### src/hw/rtl/wfc_pkg.sv
// Shared types, codes and helpers for the wall follow controller.
package wfc_pkg;

  // Input function codes
  localparam logic [1:0] FuncSample = 2'd0;
  localparam logic [1:0] FuncActivate = 2'd1;
  localparam logic [1:0] FuncDeactivate = 2'd2;

  // Motor command codes
  localparam logic [2:0] CmdStop = 3'd0;
  localparam logic [2:0] CmdFwd = 3'd1;
  localparam logic [2:0] CmdArcL = 3'd2;
  localparam logic [2:0] CmdArcR = 3'd3;
  localparam logic [2:0] CmdSpinL = 3'd4;
  localparam logic [2:0] CmdSpinR = 3'd5;

  // Phase codes
  localparam logic [2:0] PhSeek = 3'd0;
  localparam logic [2:0] PhSeekAlL = 3'd1;
  localparam logic [2:0] PhSeekAlR = 3'd2;
  localparam logic [2:0] PhFollow = 3'd3;
  localparam logic [2:0] PhMaxAppr = 3'd4;
  localparam logic [2:0] PhMaxExit = 3'd5;
  localparam logic [2:0] PhMinWait = 3'd6;
  localparam logic [2:0] PhFrontWait = 3'd7;

  // Configuration register indexes
  localparam logic [2:0] CfgFollowSpeed = 3'd0;
  localparam logic [2:0] CfgTurnSpeed = 3'd1;
  localparam logic [2:0] CfgNearLimit = 3'd2;
  localparam logic [2:0] CfgMinLimit = 3'd3;
  localparam logic [2:0] CfgFarLimit = 3'd4;
  localparam logic [2:0] CfgClearLimit = 3'd5;
  localparam logic [2:0] CfgFrontCap = 3'd6;

  localparam logic [4:0] ApproachBoost = 5'd20;
  localparam logic [4:0] RetreatBoost = 5'd10;
  localparam logic [9:0] MaxSpeed = 10'd1023;

  // Most commands a single item can cause
  localparam int unsigned MaxResults = 2;
  localparam int unsigned CntW = $clog2(MaxResults + 1);

  typedef struct packed {
    logic [1:0] func;
    logic [7:0] left_dist;
    logic [7:0] center_dist;
    logic [7:0] right_dist;
  } in_item_t;

  typedef struct packed {
    logic [2:0] command;
    logic [9:0] speed;
    logic       last;
  } out_item_t;

  typedef struct packed {
    logic [2:0] command;
    logic [9:0] speed;
  } result_t;

  typedef struct packed {
    logic [9:0] follow_speed;
    logic [9:0] turn_speed;
    logic [7:0] near_limit;
    logic [7:0] min_limit;
    logic [7:0] far_limit;
    logic [7:0] clear_limit;
    logic [7:0] front_cap;
  } cfg_t;

  typedef struct packed {
    logic [2:0] phase;
    logic       wall_found;
    logic       wall_side;
    logic       active;
    logic [7:0] exit_dist;
  } state_t;

  function automatic logic [9:0] sat_add(input logic [9:0] a, input logic [4:0] b);
    logic [10:0] sum;
    sum = {1'b0, a} + {6'd0, b};
    return sum[10] ? MaxSpeed : sum[9:0];
  endfunction

endpackage

### src/hw/rtl/wfc_cfg_regs.sv
// Configuration register file of the wall follow controller.
module wfc_cfg_regs (
  input  logic          clk_i,
  input  logic          rst_ni,
  input  logic          cfg_valid_i,
  input  logic [2:0]    cfg_index_i,
  input  logic [9:0]    cfg_data_i,
  output wfc_pkg::cfg_t cfg_o
);

  wfc_pkg::cfg_t cfg_q, cfg_d;

  always_comb begin
    cfg_d = cfg_q;
    if (cfg_valid_i) begin
      unique case (cfg_index_i)
        wfc_pkg::CfgFollowSpeed:   cfg_d.follow_speed = cfg_data_i;
        wfc_pkg::CfgTurnSpeed:     cfg_d.turn_speed = cfg_data_i;
        wfc_pkg::CfgNearLimit:     cfg_d.near_limit = cfg_data_i[7:0];
        wfc_pkg::CfgMinLimit:      cfg_d.min_limit = cfg_data_i[7:0];
        wfc_pkg::CfgFarLimit:      cfg_d.far_limit = cfg_data_i[7:0];
        wfc_pkg::CfgClearLimit:    cfg_d.clear_limit = cfg_data_i[7:0];
        wfc_pkg::CfgFrontCap:      cfg_d.front_cap = cfg_data_i[7:0];
        default: ;
      endcase
    end
  end

  always_ff @(posedge clk_i or negedge rst_ni) begin
    if (!rst_ni) begin
      cfg_q.follow_speed <= 10'd100;
      cfg_q.turn_speed <= 10'd10;
      cfg_q.near_limit <= 8'd7;
      cfg_q.min_limit <= 8'd4;
      cfg_q.far_limit <= 8'd40;
      cfg_q.clear_limit <= 8'd200;
      cfg_q.front_cap <= 8'd220;
    end else begin
      cfg_q <= cfg_d;
    end
  end

  assign cfg_o = cfg_q;

endmodule

### src/hw/rtl/wfc_decide.sv
// Per-item decision logic: next controller state and the commands an item causes.
module wfc_decide (
  input  wfc_pkg::in_item_t          item_i,
  input  wfc_pkg::state_t            state_i,
  input  wfc_pkg::cfg_t              cfg_i,
  output wfc_pkg::state_t            state_o,
  output logic [wfc_pkg::CntW-1:0]   cnt_o,
  output wfc_pkg::result_t [1:0]     res_o
);

  always_comb begin
    logic [7:0]  l, c, r, s;
    logic [2:0]  arc_to, arc_away, spin_away, ph;
    logic [2:0]  front_cmd, front_phase;
    logic [9:0]  front_spd;
    logic [1:0]  n;
    logic        seek_left, front_near;
    wfc_pkg::state_t nxt;
    wfc_pkg::result_t [1:0] res;

    l = item_i.left_dist;
    c = item_i.center_dist;
    r = item_i.right_dist;
    s = state_i.wall_side ? r : l;
    arc_to = state_i.wall_side ? wfc_pkg::CmdArcR : wfc_pkg::CmdArcL;
    arc_away = state_i.wall_side ? wfc_pkg::CmdArcL : wfc_pkg::CmdArcR;
    spin_away = state_i.wall_side ? wfc_pkg::CmdSpinL : wfc_pkg::CmdSpinR;

    // Front stage outcome, shared by several follow cases
    front_near = (c <= cfg_i.near_limit);
    front_cmd = front_near ? spin_away : wfc_pkg::CmdFwd;
    front_spd = front_near ? cfg_i.turn_speed : cfg_i.follow_speed;
    front_phase = front_near ? wfc_pkg::PhFrontWait : wfc_pkg::PhFollow;

    // centre <= near_limit - 2, only when near_limit >= 2
    seek_left = (l <= cfg_i.near_limit) ||
                (({1'b0, c} + 9'd2) <= {1'b0, cfg_i.near_limit});

    nxt = state_i;
    n = 2'd0;
    res = '0;
    ph = state_i.phase;

    if (item_i.func == wfc_pkg::FuncActivate) begin
      nxt.active = 1'b1;
    end else if (item_i.func == wfc_pkg::FuncDeactivate) begin
      nxt.active = 1'b0;
      nxt.phase = state_i.wall_found ? wfc_pkg::PhFollow : wfc_pkg::PhSeek;
      res[0] = '{command: wfc_pkg::CmdStop, speed: 10'd0};
      n = 2'd1;
    end else if (item_i.func == wfc_pkg::FuncSample && state_i.active) begin
      if (!state_i.wall_found && ph >= wfc_pkg::PhFollow) begin
        ph = wfc_pkg::PhSeek;
      end
      nxt.phase = ph;
      unique case (ph)
        wfc_pkg::PhSeek: begin
          if (l < c && l < r) begin
            res[n[0]] = '{command: wfc_pkg::CmdSpinL, speed: cfg_i.turn_speed};
            n = n + 2'd1;
          end else if (r < c && r < l) begin
            res[n[0]] = '{command: wfc_pkg::CmdSpinR, speed: cfg_i.turn_speed};
            n = n + 2'd1;
          end
          if (seek_left) begin
            res[n[0]] = '{command: wfc_pkg::CmdSpinR, speed: cfg_i.turn_speed};
            nxt.phase = wfc_pkg::PhSeekAlL;
          end else if (r <= cfg_i.near_limit) begin
            res[n[0]] = '{command: wfc_pkg::CmdSpinL, speed: cfg_i.turn_speed};
            nxt.phase = wfc_pkg::PhSeekAlR;
          end else begin
            res[n[0]] = '{command: wfc_pkg::CmdFwd, speed: cfg_i.follow_speed};
          end
          n = n + 2'd1;
        end
        wfc_pkg::PhSeekAlL: begin
          if (c >= cfg_i.clear_limit) begin
            res[0] = '{command: wfc_pkg::CmdFwd, speed: cfg_i.follow_speed};
            n = 2'd1;
            nxt.wall_found = 1'b1;
            nxt.wall_side = 1'b0;
            nxt.phase = wfc_pkg::PhFollow;
          end
        end
        wfc_pkg::PhSeekAlR: begin
          if (c >= cfg_i.near_limit) begin
            res[0] = '{command: wfc_pkg::CmdFwd, speed: cfg_i.follow_speed};
            n = 2'd1;
            nxt.wall_found = 1'b1;
            nxt.wall_side = 1'b1;
            nxt.phase = wfc_pkg::PhFollow;
          end
        end
        wfc_pkg::PhFollow: begin
          if (s > cfg_i.far_limit) begin
            res[0] = '{command: arc_to, speed: cfg_i.follow_speed};
            res[1] = '{command: front_cmd, speed: front_spd};
            n = 2'd2;
            nxt.phase = front_phase;
          end else if (s >= cfg_i.near_limit) begin
            nxt.exit_dist = (c < cfg_i.front_cap) ? cfg_i.near_limit : cfg_i.front_cap;
            res[0] = '{command: arc_to,
                       speed: wfc_pkg::sat_add(cfg_i.turn_speed, wfc_pkg::ApproachBoost)};
            n = 2'd1;
            nxt.phase = wfc_pkg::PhMaxAppr;
          end else if (s <= cfg_i.min_limit) begin
            res[0] = '{command: arc_away,
                       speed: wfc_pkg::sat_add(cfg_i.turn_speed, wfc_pkg::RetreatBoost)};
            n = 2'd1;
            nxt.phase = wfc_pkg::PhMinWait;
          end else begin
            res[0] = '{command: front_cmd, speed: front_spd};
            n = 2'd1;
            nxt.phase = front_phase;
          end
        end
        wfc_pkg::PhMaxAppr: begin
          if (c <= cfg_i.near_limit && s > cfg_i.min_limit) begin
            res[0] = '{command: spin_away, speed: cfg_i.turn_speed};
            n = 2'd1;
            nxt.phase = wfc_pkg::PhMaxExit;
          end
        end
        wfc_pkg::PhMaxExit: begin
          if (c >= state_i.exit_dist) begin
            res[0] = '{command: wfc_pkg::CmdFwd, speed: cfg_i.follow_speed};
            res[1] = '{command: front_cmd, speed: front_spd};
            n = 2'd2;
            nxt.phase = front_phase;
          end
        end
        wfc_pkg::PhMinWait: begin
          if (c >= cfg_i.near_limit) begin
            res[0] = '{command: front_cmd, speed: front_spd};
            n = 2'd1;
            nxt.phase = front_phase;
          end
        end
        wfc_pkg::PhFrontWait: begin
          if (c >= cfg_i.near_limit) begin
            res[0] = '{command: wfc_pkg::CmdFwd, speed: cfg_i.follow_speed};
            n = 2'd1;
            nxt.phase = wfc_pkg::PhFollow;
          end
        end
        default: ;
      endcase
    end

    state_o = nxt;
    cnt_o = n;
    res_o = res;
  end

endmodule

### src/hw/rtl/wfc_out_buf.sv
// Result buffer: holds one item's commands and hands them out one per cycle while out_ready_i is high.
module wfc_out_buf (
  input  logic                     clk_i,
  input  logic                     rst_ni,
  input  logic                     load_i,
  input  logic [wfc_pkg::CntW-1:0] cnt_i,
  input  wfc_pkg::result_t [1:0]   res_i,
  output logic                     load_ok_o,
  output logic                     out_valid_o,
  input  logic                     out_ready_i,
  output wfc_pkg::out_item_t       out_item_o
);

  logic [wfc_pkg::CntW-1:0] cnt_q, cnt_d;
  wfc_pkg::result_t [1:0]   slot_q, slot_d;
  logic                     pop;

  assign pop = out_valid_o && out_ready_i;
  assign out_valid_o = (cnt_q != '0);
  // Room when empty, or when the only pending item leaves this cycle
  assign load_ok_o = (cnt_q == '0) || (cnt_q == 2'd1 && pop);

  always_comb begin
    cnt_d = cnt_q;
    slot_d = slot_q;
    if (load_i) begin
      cnt_d = cnt_i;
      slot_d = res_i;
    end else if (pop) begin
      cnt_d = cnt_q - 2'd1;
      slot_d[0] = slot_q[1];
    end
  end

  always_ff @(posedge clk_i or negedge rst_ni) begin
    if (!rst_ni) begin
      cnt_q <= '0;
    end else begin
      cnt_q <= cnt_d;
    end
  end

  always_ff @(posedge clk_i) begin
    slot_q <= slot_d;
  end

  assign out_item_o.command = slot_q[0].command;
  assign out_item_o.speed = slot_q[0].speed;
  assign out_item_o.last = (cnt_q == 2'd1);

endmodule

### src/hw/rtl/wall_follow_controller_unit.sv
// Top level of the wall follow controller.
//
// Input channel (in_valid_i/in_ready_o/in_item_i) takes sensor samples and
// activate/deactivate commands. Output channel (out_valid_o/out_ready_i/
// out_item_o) returns motor commands, last set on the final command of an item.
// Config channel (cfg_valid_i/cfg_ready_o) writes register cfg_index_i with
// cfg_data_i; it is always ready and should be used while the block is idle.
// An item is registered on accept; from that register the decision logic
// updates the controller state and loads its commands into the result buffer
// once the buffer has room, which makes the first command valid at the output.
// An item causes zero to two commands, delivered one per cycle while
// out_ready_i is high; the single result port limits how fast items go through,
// and items with no command still pass through the input register.
// When the receiver stalls, the buffer holds its commands and the input
// register keeps one more item, after which in_ready_o drops.
// Reset restores default limits and speeds, seek phase, left wall, active.
module wall_follow_controller_unit (
  input  logic                clk_i,
  input  logic                rst_ni,
  input  logic                in_valid_i,
  output logic                in_ready_o,
  input  wfc_pkg::in_item_t   in_item_i,
  output logic                out_valid_o,
  input  logic                out_ready_i,
  output wfc_pkg::out_item_t  out_item_o,
  input  logic                cfg_valid_i,
  output logic                cfg_ready_o,
  input  logic [2:0]          cfg_index_i,
  input  logic [9:0]          cfg_data_i
);

  wfc_pkg::cfg_t            cfg;
  wfc_pkg::state_t          state_q, state_d;
  wfc_pkg::in_item_t        s1_item_q;
  logic                     s1_valid_q;
  logic                     advance, load_ok;
  logic [wfc_pkg::CntW-1:0] dec_cnt;
  wfc_pkg::result_t [1:0]   dec_res;

  assign cfg_ready_o = 1'b1;

  wfc_cfg_regs u_cfg (
    .clk_i      (clk_i),
    .rst_ni     (rst_ni),
    .cfg_valid_i(cfg_valid_i),
    .cfg_index_i(cfg_index_i),
    .cfg_data_i (cfg_data_i),
    .cfg_o      (cfg)
  );

  assign advance = s1_valid_q && load_ok;
  assign in_ready_o = !s1_valid_q || advance;

  always_ff @(posedge clk_i or negedge rst_ni) begin
    if (!rst_ni) begin
      s1_valid_q <= 1'b0;
    end else if (in_ready_o) begin
      s1_valid_q <= in_valid_i;
    end
  end

  always_ff @(posedge clk_i) begin
    if (in_ready_o && in_valid_i) begin
      s1_item_q <= in_item_i;
    end
  end

  wfc_decide u_decide (
    .item_i (s1_item_q),
    .state_i(state_q),
    .cfg_i  (cfg),
    .state_o(state_d),
    .cnt_o  (dec_cnt),
    .res_o  (dec_res)
  );

  always_ff @(posedge clk_i or negedge rst_ni) begin
    if (!rst_ni) begin
      state_q.phase <= wfc_pkg::PhSeek;
      state_q.wall_found <= 1'b0;
      state_q.wall_side <= 1'b0;
      state_q.active <= 1'b1;
      state_q.exit_dist <= 8'd0;
    end else if (advance) begin
      state_q <= state_d;
    end
  end

  wfc_out_buf u_out (
    .clk_i      (clk_i),
    .rst_ni     (rst_ni),
    .load_i     (advance),
    .cnt_i      (dec_cnt),
    .res_i      (dec_res),
    .load_ok_o  (load_ok),
    .out_valid_o(out_valid_o),
    .out_ready_i(out_ready_i),
    .out_item_o (out_item_o)
  );

  // A deactivate item leaves the controller inactive
  a_deact_clears_active: assert property (@(posedge clk_i) disable iff (!rst_ni)
    (advance && s1_item_q.func == wfc_pkg::FuncDeactivate) |=> !state_q.active)
    else $error("deactivate did not clear active");

  // Once found, the wall is never lost
  a_wall_found_sticks: assert property (@(posedge clk_i) disable iff (!rst_ni)
    !$fell(state_q.wall_found))
    else $error("wall_found dropped");

  // Stop commands always carry zero speed
  a_stop_zero_speed: assert property (@(posedge clk_i) disable iff (!rst_ni)
    (out_valid_o && out_item_o.command == wfc_pkg::CmdStop) |-> out_item_o.speed == 10'd0)
    else $error("stop with nonzero speed");

  // Once a wall has been found, a sample item never moves the controller to a seek phase
  a_follow_needs_wall: assert property (@(posedge clk_i) disable iff (!rst_ni)
    (advance && s1_item_q.func == wfc_pkg::FuncSample && state_q.active &&
     state_d.wall_found) |-> (state_d.phase != wfc_pkg::PhSeek &&
     state_d.phase != wfc_pkg::PhSeekAlL && state_d.phase != wfc_pkg::PhSeekAlR))
    else $error("seek phase with wall found");

endmodule
### config.mk
export PLATFORM = sky130hd
export DESIGN_NAME = wall_follow_controller_unit
export DESIGN_NICKNAME = d
export VERILOG_FILES = /design/src/hw/rtl/wfc_pkg.sv /design/src/hw/rtl/wfc_cfg_regs.sv /design/src/hw/rtl/wfc_decide.sv /design/src/hw/rtl/wfc_out_buf.sv /design/src/hw/rtl/wall_follow_controller_unit.sv
export SDC_FILE = /design/constraint.sdc
export NUM_CORES = 1
export LEC_CHECK = 0
export BUFFER_PORTS_ARGS = -buffer_cell sky130_fd_sc_hd__buf_2
export CAP_MARGIN = 5
export CORE_ASPECT_RATIO = 0.6
export CORE_MARGIN = 2
export CORE_UTILIZATION = 50
export DETAILED_ROUTE_END_ITERATION = 10
export PLACE_DENSITY = 0.71
export SYNTH_ARGS = -nofsm -noshare
export SYNTH_HDL_FRONTEND = slang
export SYNTH_SLANG_ARGS = --single-unit
### constraint.sdc
create_clock -name clk_i -period 3.27 [get_ports clk_i]
set_clock_uncertainty 0.05 [all_clocks]
set_input_delay 0.1635 -clock clk_i [delete_from_list [all_inputs] [get_ports clk_i]]
set_output_delay 0.1635 -clock clk_i [all_outputs]
set_load 0.01 [all_outputs]
==> flow_summary.ini <==
[power_and_ir_drop]
clkPwrFrac_pct = 20.5
seqPwrFrac_pct = 26.9
total_power_mw = 9.66
leakage_nw = 5.26
swShare_pct = 41.3
ir_drop_mv = 0.472
p_comb_share_pct = 52.6
p_int_mw = 5.67
power.switching_mw = 4.00
power_density_mw_per_mm2 = 826

[synth]
synth_nets = 1105
yosysMostFrequentCell = ha_1
syn_inst = 952
synth_edf_count = 51
ys.flop_type = dfrtp_1
ys_seq_elements = 128
ys_warn_count = 0
syn_avg_cell_area_um2 = 9.73
synth_xor_area_share_pct = 0.662
async_reset_ff_share_pct = 60.2
synth_top_family_by_area = compound AO/OA/AOI/OAI gates
synth_area_mm2 = 0.00927
synth_compound_area_share_pct = 20.8
yosys.area_share.simple_pct = 12.4
yosys.area_share.adder_pct = 14.7
synthMuxAreaShare_pct = 7.04
synth_top_area_share_pct = 16.5
ys_seq_area_share_pct = 37.6
ys_types = 83
synth_area_leaders = edfxtp_1 (17%), dfrtp_1 (15%), ha_1 (15%), dfstp_2 (5.7%), mux2_2 (5.6%)
yosys-top-cells-count = ha_1 (109), nand2_1 (92), inv_1 (81), o21ai_0 (75), dfrtp_1 (57)
synth_top_cell_by_area = edfxtp_1

[timing]
timing.fmax_mhz = 297
worst_slew_pin_slew_ns = 0.987
slew_headroom_pct = 33.9
finalWorstSetupSlack_ns = -0.0959
min_period_over_period_pct = 103
grt_setup_unrepaired = true
fin_hold_ws_ns = 0.0264
fin_crit_ns = 3.37
final-max-slew-violation-count = 0
setup_viol = 10
hold_violations = 0

[clocking]
clk_latency_ns = 0.44
cts.clk_slew.worst_paths_ns = 0.06
clock-sinks = 128
cts-htree-levels = 4
clockBufferDepth = 2
clock-root-buffer = clkbuf_16
cts_tree = yes
numCtsBuffers = 17

[global_route]
grt_pass1_wl_um = 44000
grt.total_usage_pct = 29.4
grt_antenna_before_repair = 0
grt_start_max_net_pins = 67
grt_pass1_vias = 7927
grt_overflow = 0

[detailed_routing]
drt_first_pass_iters = 7
post_drt_wl_per_cell_um = 20.7
ant_nets = 0
wl_um = 28700
vias = 8215
drt_iter0_markers = 901
viasPerCell = 5.94
drc_errors = 0

[critical_path]
arrival_ns = 3.63
worstSetupPathType = register to register
required_ns = 3.53
rr_worst_depth = 13
crit_path_end_kind = register
startpoint_type = register
cp_max_fo = 7

[die]
core_region_area_mm2 = 0.0181
fp.dieW_um = 180
start_util_pct = 51.1
num_rows = 38
dieArea_mm2 = 0.0197
die_y_um = 109
ios = 61

[placement]
io_buffers = 59
hpwlAfterDp_um = 21200
dp_cells = 1305
gp_congestion = 1.00
post-place-ws_ns = -0.170

[layout]
finalNetCount = 1284
fin_cells = 1384
layout-drive-gt1-share_pct = 30.1
areaGrowthSynthToFinish_pct = 26.3
num_antenna_cells = 0
fillers = 1522

[hold_path]
hold_path.class = input port to register
min_path_cells = 3

[run]
cap_violations = 0

[status]
status = complete, but fails checks
violations = setup timing
[cell families after synthesis]
family                     Yosys count
and+or+nand+nor                    239
other                                1
DFF                                128
muxes                               59
AOI/OAI and AO/OA                  280
buffers and inverters              129
adders and majority gates          109
xor gates and xnor gates             7
[registers in the layout (all words and copies together) (netlist names)]
register	cells
s1_item_q	26
u_out.cnt_q	2
u_out.slot_q	12
u_cfg.cfg_o	60
s1_valid_q	1
state_q	14
u_out.out_item_o	13
[cell type report]
cell class | instances | area [µm²] | share of cell area (%)
sequential | 128 | 3480 | 29.8
multi-input combinational | 695 | 5460 | 46.6
timing repair buffer | 208 | 1550 | 13.3
clock inverter | 8 | 101 | 0.866
inverter | 81 | 304 | 2.60
clock buffer | 24 | 503 | 4.30
tap | 240 | 300 | 2.57
[through the flow]
step | util (%) | setup TNS [ns] | cell area [µm²]
2_1_floorplan | - | 0 | 9270
3_3_place_gp | 57.1 | -0.354 | 10300
3_5_place_dp | 57.1 | -1.92 | 10300
4_1_cts | 62.3 | 0 | 11300
5_1_grt | 64.6 | -2.04 | 11700
6_report | 64.6 | -0.793 | 11700
[layout by cell type (no fill, tap or decap), types with 6 or more instances in the layout]
cell type	instances
nor3_1	13
nand4_1	12
nor2_1	38
buf_2	60
dfstp_2	20
mux2i_1	11
nand2b_1	12
a22o_1	11
buf_4	111
o211ai_1	7
nor2b_1	7
dlygate4sd3_1	30
a31oi_1	7
nand2_1	90
o21ai_0	61
edfxtp_1	51
o21ai_1	13
o21ai_2	6
dfrtp_1	56
nand3_1	21
a21oi_1	49
a211oi_2	7
o21a_1	10
ha_1	107
a211oi_1	9
mux2_2	45
a21o_1	13
and3_1	8
clkbuf_16	19
inv_1	80
[worst paths after layout]
kind,start,endpoint,slack [ns]
setup / recovery,s1_item_q[11]$_DFFE_PP_,u_out.slot_q[16]$_SDFFCE_PP0P_,-0.1
hold / removal,cfg_data_i[3],u_cfg.cfg_o[43]$_DFFE_PN1P_,0.03
setup reg to reg,s1_item_q[11]$_DFFE_PP_,u_out.slot_q[16]$_SDFFCE_PP0P_,-0.1
hold reg to reg,state_q[2]$_DFFE_PN0P_,state_q[2]$_DFFE_PN0P_,0.43
max in group asynchronous,rst_ni,u_cfg.cfg_o[3]$_DFFE_PN1P_,2.05
min in group asynchronous,rst_ni,state_q[4]$_DFFE_PN0P_,0.33
[worst max-delay path, cell delays in order, from the launching register on]
cell       delay, ns
edfxtp_1        0.58
nand3_4         0.14
nor3_4          0.21
xnor2_1         0.09
ha_1            0.32
nand4_1         0.12
o21ai_1         0.08
a21oi_1         0.15
a21oi_2         0.09
or2_4           0.24
or4_4           0.57
a21oi_4         0.28
clkbuf_16       0.20
a22o_1          0.12
[layer usage]
| metal | GRT usage (%) | share of wire (%) |
|---|---|---|
| met1 | 43.9 | 49 |
| met3 | 9.08 | 11 |
| met4 | 5.87 | 1.1 |
| met2 | 41.8 | 39 |
| met5 | 0 | 0 |
[power groups by stage]
stage / Combinational, mW / Clock [mW] / Sequential (mW)
detailed placement: 4.49 / 0 / 2.61
finish: 5.08 / 1.98 / 2.60
global route: 5.56 / 2.06 / 2.65
floorplan: 3.03 / 0 / 2.46
global placement: 4.39 / 0 / 2.62
CTS: 4.60 / 1.99 / 2.59
[repair_timing]
action	CTS	global route
pin swaps	2	27
cloned	0	3
setup buffers	4	11
setup endpoints to repair	22	24
resized for setup	8	78
endpoints found under the hold margin	81	0
hold buffers	30	0
No activity file was read; power rests on OpenSTA's default activity.
